[src/design/pti_pkg.sv]
// Shared types, constants and codes of the piecewise table interpolator.
package pti_pkg;

  localparam int PTI_MAX_POINTS = 1024;
  localparam int PTI_QDEPTH     = 2;

  localparam int IDX_W   = 10;
  localparam int VAL_W   = 32;
  localparam int CNT_W   = 11;
  localparam int IN_TW   = 112;
  localparam int OUT_TW  = 40;

  localparam logic OP_WRITE  = 1'b0;
  localparam logic OP_LOOKUP = 1'b1;

  localparam logic CFG_POINT_COUNT = 1'b0;
  localparam logic CFG_INTERP_MODE = 1'b1;

  typedef struct packed {
    logic             op;
    logic [IDX_W-1:0] idx;
    logic [VAL_W-1:0] xv;
    logic [VAL_W-1:0] yv;
  } item_t;

  typedef struct packed {
    logic  valid;
    item_t item;
  } queue_out_t;

endpackage

[src/design/pti_front.sv]
// Input side: accepts transfers, classifies them and holds them in a short queue.
module pti_front
  import pti_pkg::*;
(
  input  logic              clk,
  input  logic              rst_n,
  input  logic              in_tvalid,
  output logic              in_tready,
  input  logic [IN_TW-1:0]  in_tdata,
  input  logic              in_tuser,
  output queue_out_t        q_out,
  input  logic              q_ready
);

  localparam int PW = $clog2(PTI_QDEPTH);

  item_t           slot_r [PTI_QDEPTH];
  logic [PW-1:0]   wr_ptr_r;
  logic [PW-1:0]   rd_ptr_r;
  logic [PW:0]     count_r;
  item_t           item_in;
  logic            push;
  logic            pop;

  always_comb begin
    item_in.op  = in_tuser;
    item_in.idx = in_tdata[9:0];
    if (in_tuser == OP_LOOKUP) begin
      item_in.xv = in_tdata[105:74];
      item_in.yv = '0;
    end else begin
      item_in.xv = in_tdata[41:10];
      item_in.yv = in_tdata[73:42];
    end
  end

  assign in_tready   = (count_r != (PW+1)'(PTI_QDEPTH));
  assign push        = in_tvalid && in_tready;
  assign q_out.valid = (count_r != '0);
  assign q_out.item  = slot_r[rd_ptr_r];
  assign pop         = q_out.valid && q_ready;

  always_ff @(posedge clk) begin
    if (push) begin
      slot_r[wr_ptr_r] <= item_in;
    end
    if (!rst_n) begin
      wr_ptr_r <= '0;
      rd_ptr_r <= '0;
      count_r  <= '0;
    end else begin
      if (push) begin
        wr_ptr_r <= wr_ptr_r + 1'b1;
      end
      if (pop) begin
        rd_ptr_r <= rd_ptr_r + 1'b1;
      end
      count_r <= count_r + (PW+1)'(push) - (PW+1)'(pop);
    end
  end

endmodule

[config.mk]
export PLATFORM = sky130hd
export DESIGN_NAME = pti_front
export DESIGN_NICKNAME = d
export VERILOG_FILES = /design/src/design/pti_pkg.sv /design/src/design/pti_front.sv
export SDC_FILE = /design/constraint.sdc
export NUM_CORES = 1
export LEC_CHECK = 0
export BUFFER_PORTS_ARGS = -buffer_cell sky130_fd_sc_hd__buf_2
export CORE_AREA = 3 3 116 118
export DETAILED_ROUTE_END_ITERATION = 8
export DIE_AREA = 0 0 119 121
export PLACE_DENSITY = 0.82
export SLEW_MARGIN = 20
export SYNTH_ARGS = -nofsm -noshare
export SYNTH_HDL_FRONTEND = slang
export SYNTH_SLANG_ARGS = --single-unit
[constraint.sdc]
create_clock -name clk -period 3.5 [get_ports clk]
set_input_delay 0.175 -clock clk [delete_from_list [all_inputs] [get_ports clk]]
set_output_delay 0.175 -clock clk [all_outputs]
set_load 0.1 [all_outputs]
==> metrics, run 1 <==
Lkg Pwr=3.28 nW; Final setup violation count=0; Area growth, synth to finish=27.3%; WL/cell=16.6 um; WL met1=4.84 mm; Setup WS post-layout=1130 ps; top cell type's share of synthesized area=0.694; Cell Chain, Critical Path=buf_12 > mux2_2 > buf_2; DR iter-0 viols=179; first-pass GRT wire length=18.7 mm; Synth warnings=0; DP Area=7570 um2; core area=12,600 um2; Final ANT Viol Nets=0; via count=3,547; Max Fclk=0.421 GHz; Skew-Pair Late Insertion Delay=420 ps; Crit-path slowest cell=dfxtp_4; # rows=41; Synth area leaders=edfxtp_1 69%, mux2_4 12%, mux2_2 5.0%; routed length on met2=6.12 mm; final core utilization=0.657; endpoints failing hold=0; RSZ-0062 raised after global routing=no; Worst Hold Class=in2reg; Root Buffer=clkbuf_16; pin count of the biggest net entering global routing=76; critical path class=reg2out; initial antenna violation count=0; worst-path fanout max=41; IO Count=194; design area=8260 um2; Async SR Flop Fraction=0; shortest period the worst path allows=2370 ps; die width=119 um; TritonCTS clock tree=done; dpl hpwl=7.81 mm; I/O Buffers=187; share of cells above drive strength 1=0.541; gr ovfl total=0; vias in the first global route=3,869; CTS Sinks=155; Setup TNS Final=0 ps; data required time of the critical path=3320 ps; # diodes=0; cell taking the most area after synthesis=edfxtp_1; synthesized area=6490 um2; max incr delay on CP=740 ps; Arr. time, crit path=2200 ps; Final Wtd Congestion=0.729; H-tree Lvls=4; slew margin rel.=0.585; status=complete, no violations; drt first pass iters=4; Clk pin slew, worst setup/hold paths=60 ps; max_cap viols=0; Post-CTS Resized=0; DR top layer=met4; DIE AREA=14,400 um2; period utilisation layout=0.678; EDFF count, synth=150; Min Hold Slack=44.0 ps; # fillers=873; Worst-Margin Slew=622 ps; Syn Inst Count=333; Synth Flop Type=edfxtp_1; Synth top cells by count=150 x edfxtp_1, 50 x mux2_4, 33 x nor2b_1; NumNets Final=658; Post-Route WL=12.0 mm; Pwr per Cell Area=834 nW/um2; GR Util All Layers=0.169; Post-Syn Area per Cell=19.5 um2; most frequent cell after synthesis=edfxtp_1; sequential cell area fraction in the yosys report=0.709; dpl ws=1460 ps; highest ir drop seen on vdd=0.580 mV; metal3 WL=835 um; DRC=0; Clock Skews=6.41 ps; count of final max-slew check failures=0; deepest clock path buffer count=2; Netlist cell types=26; vias per cell=4.89; number of CTS-inserted buffers=17; starting density of the core=0.516; Die Y=121 um; flops & latches, synth=155; Setup crit end kind=output port; syn_nets=451; type of origin of the critical path=register
layout by cell type, fill, tap and decap left out, drive strengths merged:
cell type | Yosys | layout
nand2 | 1 | 1
dfxtp | 5 | 5
and2 | 3 | 3
or2 | 1 | 1
mux2 | 107 | 107
a32oi | 1 | 1
edfxtp | 150 | 150
a21boi | 1 | 1
a211oi | 1 | 1
nand3b | 1 | 1
nand3 | 1 | 1
bufinv | 0 | 3
ha | 1 | 1
buf | 15 | 193
dlygate4sd3 | 0 | 10
nor2 | 2 | 2
clkinv | 0 | 8
xnor2 | 1 | 1
mux2i | 1 | 1
nor2b | 33 | 33
clkbuf | 0 | 21
nand2b | 2 | 2
and3 | 1 | 1
clkinvlp | 0 | 1
o21ai | 2 | 2
a21bo | 2 | 2
registers in the layout, indices dropped and copies added, names as in the netlist, named ones only:
signal    count
rd_ptr_r      1
wr_ptr_r      1
count_r       2
slot_r      150
path summary, 6_finish.rpt:
| check | start | to | slack [ps] | depth (start not counted) |
|---|---|---|---|---|
| setup / recovery | register | q_out[5] | 1130 | 3 |
| hold / removal | rst_n | register | 40 | 2 |
| setup reg to reg | count_r[0] | slot_r[0][39] | 1500 | 4 |
| hold reg to reg | rd_ptr_r | register | 580 | 2 |
kinds of logic (layout without fill, tap and decap cells):
family / Yosys count / in the layout / share of synthesized area
flip-flops: 155 / 155 / 0.709
XOR/XNOR: 1 / 1 / 0.00135
AND/OR/NAND/NOR: 45 / 45 / 0.0422
multiplexers: 108 / 108 / 0.216
buffers and inverters: 16 / 236 / 0.0208
AO/OA/AOI/OAI: 7 / 7 / 0.00829
adder cells (fa/ha/maj): 1 / 1 / 0.00193
cell type report:
type / count / area (um2) / share of cell area
Multi-Input combinational cell: 162 / 1760 / 0.213
Tap cell: 172 / 215 / 0.0261
Inverter: 1 / 5.00 / 0.000606
Clock buffer: 21 / 440 / 0.0533
Clock inverter: 11 / 126 / 0.0153
Timing Repair Buffer: 203 / 1110 / 0.134
Sequential cell: 155 / 4610 / 0.558
per-stage QoR:
step	std cells	power, mW
floorplan	333	4.84
global placement	682	5.13
detailed placement	682	5.17
CTS	724	6.95
global route	725	7.11
finish	725	6.89
report_power, final:
group	switching, mW	internal, mW	total [mW]
Combinational	2.12	0.614	2.73
Sequential	0.116	2.28	2.39
Clock	0.663	1.10	1.77
Total	2.90	4.00	6.89
what timing repair did:
| item | in CTS | in global routing |
|---|---|---|
| buffers inserted | 0 | 0 |
| hold buffers | 10 | 0 |
| hold endpoints to repair | 20 | 0 |
worst max-delay path: cells and delay by family, from the launching register on:
| kind | cells | cell delay, ps |
|---|---|---|
| buf+inv | 2 | 650 |
| flops | 1 | 740 |
| mux | 1 | 380 |
per-layer routing:
metal,global-route usage,vias to the layer above
li1,-,1691
met5,0,-
met2,0.291,141
met4,0.0768,0
met1,0.192,1699
met3,0.0564,16
Note: power is estimated with default switching activity, not from simulation.
==> inputs of run 2 (changes only) <==
==> constraint.sdc (replaced) <==
create_clock -name clk -period 2.3 [get_ports clk]
set_input_delay 0.115 -clock clk [delete_from_list [all_inputs] [get_ports clk]]
set_output_delay 0.115 -clock clk [all_outputs]
set_load 0.1 [all_outputs]
==> metrics, run 2 (same netlist as run 1, synthesis figures left out) <==
status=complete, no violations; gr ovfl total=0; Area growth, synth to finish=30.1%; max_cap viols=0; data required time of the critical path=2180 ps; Root Buffer=clkbuf_16; endpoints failing hold=0; initial antenna violation count=0; first-pass GRT wire length=19.2 mm; Most flops, register=slot_r; Die Y=121 um; largest registers=slot_r: 150 flops, count_r: 2 flops; share of cells above drive strength 1=0.553; Max Fclk=0.479 GHz; dpl ws=624 ps; WL/cell=16.7 um; critical path class=reg2out; Lkg Pwr=3.34 nW; most frequent cells in the layout=187 x buf_2, 150 x edfxtp_1, 50 x mux2_4; NumNets Final=667; Final setup violation count=0; Worst Hold Class=in2reg; type of origin of the critical path=register; shortest period the worst path allows=2090 ps; # diodes=0; Setup WS post-layout=214 ps; commonest non-fill, non-tap cell in the layout=buf_2; H-tree Lvls=4; number of CTS-inserted buffers=17; Clock Skews=5.47 ps; slew margin rel.=0.659; RSZ-0062 raised after global routing=no; max reg flops=150; deepest clock path buffer count=2; Multi-input gate area=1760 um2; period utilisation layout=0.907; core area=12,600 um2; register area=4610 um2; starting density of the core=0.516; hold depth=2; Setup crit end kind=output port; Clk pin slew, worst setup/hold paths=60 ps; Post-Route WL=12.3 mm; IO Count=194; pin count of the biggest net entering global routing=75; vias in the first global route=3,894; worst-path fanout max=37; die width=119 um; # rows=41; I/O Buffers=187; highest ir drop seen on vdd=0.730 mV; final core utilization=0.672; drt first pass iters=4; vias per cell=4.92; Final Wtd Congestion=0.682; GR Util All Layers=0.176; Final ANT Viol Nets=0; dpl hpwl=8.09 mm; Post-CTS Resized=0; DRC=0; Worst-Margin Slew=515 ps; TritonCTS clock tree=done; count of final max-slew check failures=0; # fillers=843; Arr. time, crit path=1970 ps; Reg2Reg Depth=4; DR iter-0 viols=161; DIE AREA=14,400 um2; Pwr per Cell Area=1260 nW/um2; via count=3,608; CTS Sinks=155; Skew-Pair Late Insertion Delay=410 ps
==> run 2: cell types whose count changed in the layout (fill, tap and decap cells not counted) <==
cell	change
dlygate4sd3_1	+7
clkinv_1	-5
buf_12	+4
clkinvlp_4	+4
buf_4	-3
clkbuf_1	-2
clkbuf_8	+2
dfxtp_1	-2
dfxtp_2	+2
buf_2	+1
clkinv_4	+1
nand2b_1	-1
nand2b_4	+1
==> run 2: cell type report <==
type / count / area share
tap: 172 / 0.0255
timing repair buffer: 212 / 0.147
sequential: 155 / 0.546
inverter: 1 / 0.000889
multi-input combinational: 162 / 0.209
clock buffer: 21 / 0.0545
clock inverter: 11 / 0.0170
==> run 2: layer usage <==
| layer | part of all wire | vias up | track usage |
|---|---|---|---|
| met1 | 0.40 | 1742 | 0.196 |
| met3 | 0.071 | 22 | 0.0625 |
| li1 | - | 1712 | - |
| met5 | 0 | - | 0 |
| met2 | 0.51 | 132 | 0.307 |
| met4 | 0.019 | 0 | 0.0724 |
==> run 2: per-stage QoR <==
step | setup TNS (ps) | hold slack, ps | total power, mW | instance area [um2] | std cells
global route | 0 | 3.46 | 11.0 | 8440 | 734
detailed placement | 0 | 308 | 7.93 | 7670 | 685
global placement | 0 | 302 | 7.87 | 7670 | 685
floorplan | -4230 | 214 | 7.37 | 6510 | 333
CTS | 0 | 0.0447 | 10.8 | 8430 | 733
finish | 0 | 19.3 | 10.7 | 8440 | 734
==> run 2: report_power, final <==
part	switching [mW]	internal (mW)
clock	1.04	1.76
sequential	0.140	3.46
combinational	3.28	0.987
total	4.46	6.21
==> run 2: critical path, cell delays in order, from the launching register on <==
cell and delay, ps:
dfxtp_4 560, buf_12 300, mux2_2 370, buf_2 290
==> run 2: worst paths after layout <==
path / start / to / slack [ps]
max: register / q_out[64] / 210
min: in_tdata[24] / slot_r[0][46] / 20
max reg2reg: count_r[0] / slot_r[0][10] / 690
min reg2reg: wr_ptr_r / wr_ptr_r / 590
==> run 2: what timing repair did <==
item | 4_1_cts | 5_1_grt
endpoints found under the hold margin | 33 | 2
buffers inserted | 0 | 0
endpoints found under the setup margin | 0 | 0
hold buffers | 16 | 1
==> inputs of run 3 (changes only) <==
--- a/config.mk
+++ b/config.mk
@@ -6,10 +6,10 @@
 export NUM_CORES = 1
 export LEC_CHECK = 0
 export BUFFER_PORTS_ARGS = -buffer_cell sky130_fd_sc_hd__buf_2
-export CORE_AREA = 3 3 116 118
+export CORE_AREA = 3 3 122 124
 export DETAILED_ROUTE_END_ITERATION = 8
-export DIE_AREA = 0 0 119 121
-export PLACE_DENSITY = 0.82
+export DIE_AREA = 0 0 125 127
+export PLACE_DENSITY = 0.78
 export SLEW_MARGIN = 20
 export SYNTH_ARGS = -nofsm -noshare
 export SYNTH_HDL_FRONTEND = slang
==> constraint.sdc (replaced) <==
create_clock -name clk -period 1.8 [get_ports clk]
set_input_delay 0.09 -clock clk [delete_from_list [all_inputs] [get_ports clk]]
set_output_delay 0.09 -clock clk [all_outputs]
set_load 0.1 [all_outputs]
==> metrics, run 3 (same netlist as run 1, synthesis figures left out) <==
dpl hpwl=8.29 mm; commonest non-fill, non-tap cell in the layout=edfxtp_1; Clock Skews=7.57 ps; Setup crit end kind=output port; R2R Setup Slk=300 ps; data required time of the critical path=1710 ps; Area growth, synth to finish=46.4%; Critical R2R Capture=slot_r[1][43]; Reg2Reg Depth=3; Final ANT Viol Nets=0; slew margin rel.=0.671; Final Wtd Congestion=0.730; Worst-Margin Slew=497 ps; TritonCTS clock tree=done; # fillers=887; DIE AREA=15,900 um2; highest ir drop seen on vdd=1.06 mV; count of final max-slew check failures=0; final core utilization=0.685; share of cells above drive strength 1=0.510; DRC=0; Lkg Pwr=3.74 nW; Arr. time, crit path=1670 ps; first-pass GRT wire length=21.2 mm; drt first pass iters=4; worst r2r src=count_r[0]; Die Y=127 um; H-tree Lvls=4; max reg flops=150; period utilisation layout=0.979; gr ovfl total=0; Clk pin slew, worst setup/hold paths=50 ps; hold depth=2; core area=13,900 um2; Worst Hold Class=in2reg; # rows=43; CTS Sinks=155; vias in the first global route=4,227; via count=3,869; number of CTS-inserted buffers=17; RSZ-0062 raised after global routing=yes; I/O Buffers=187; Post-Route WL=13.8 mm; Most flops, register=slot_r; worst-path fanout max=38; starting density of the core=0.468; endpoints failing hold=0; vias per cell=4.92; Skew-Pair Late Insertion Delay=410 ps; initial antenna violation count=0; IO Count=194; # diodes=0; Max Fclk=0.567 GHz; WL/cell=17.6 um; most frequent cells in the layout=150 x edfxtp_1, 112 x buf_2, 60 x dlygate4sd3_1; hold path endpoint=slot_r[1][54]; Final setup violation count=0; GR Util All Layers=0.173; Min Hold Slack=12.8 ps; DR iter-0 viols=199; shortest period the worst path allows=1760 ps; NumNets Final=711; critical path class=reg2out; Pwr per Cell Area=1540 nW/um2; deepest clock path buffer count=2; max_cap viols=0; Root Buffer=clkbuf_16; hold_sp=in_tdata[96]; type of origin of the critical path=register; status=complete, no violations; die width=125 um; largest registers=slot_r: 150 flops, count_r: 2 flops; pin count of the biggest net entering global routing=57
==> run 3: how the worst max path moves through the flow <==
stage	cells past startpoint	endpoint	startpoint
after floorplan	3	slot_r[0][0]	count_r[0]
after CTS	3	q_out[1]	register
after detailed placement	3	slot_r[1][35]	count_r[0]
final	3	q_out[70]	register
after global routing	3	q_out[70]	register
after global placement	3	slot_r[1][37]	count_r[0]
==> run 3: repair_timing <==
action / 4_1_cts / 5_1_grt
setup buffers: 0 / 0
hold endpoints to repair: 78 / 0
gates resized for setup: 52 / 31
endpoints found under the setup margin: 38 / 27
hold buffers: 60 / 0
==> run 3: cell type report <==
cell class              instances  area, um2  share of cell area
multi-input cells             162       1770               0.186
well taps                     180        225              0.0237
repair buffers                256       2300               0.242
clock inverters                 8        123              0.0129
flip-flops and latches        155       4610               0.485
clock buffers                  24        472              0.0496
inverters                       1       7.51            0.000790
==> run 3: report_power, final <==
part	internal (mW)	switching, mW
clock network	2.25	1.31
registers	4.43	0.131
logic	2.09	4.43
total	8.76	5.87
==> run 3: critical path, stage by stage, from the launching register on <==
cell and delay (ps):
dfxtp_4 390, buf_16 250, mux2_2 400, buf_6 190
==> run 3: through the flow <==
step / cell area [um2] / total power, mW / setup WS (ps) / cells / TNS (ps)
finish: 9500 / 14.6 / 37.4 / 786 / 0
global route: 9500 / 15.1 / -17.0 / 786 / -17.0
CTS: 9410 / 14.6 / 0.766 / 786 / 0
detailed placement: 8070 / 10.7 / 329 / 694 / 0
global placement: 8070 / 10.6 / 369 / 694 / 0
floorplan: 6510 / 9.42 / -556 / 333 / -70080
==> run 3: layer usage <==
| layer | vias to the layer above | GRT usage | share of wire | routed length (um) |
|---|---|---|---|---|
| li1 | 1799 | - | - | - |
| met2 | 148 | 0.313 | 0.53 | 7300 |
| met1 | 1892 | 0.185 | 0.38 | 5230 |
| met5 | - | 0 | 0 | 0 |
| met3 | 30 | 0.0552 | 0.067 | 930 |
| met4 | 0 | 0.0784 | 0.027 | 376 |
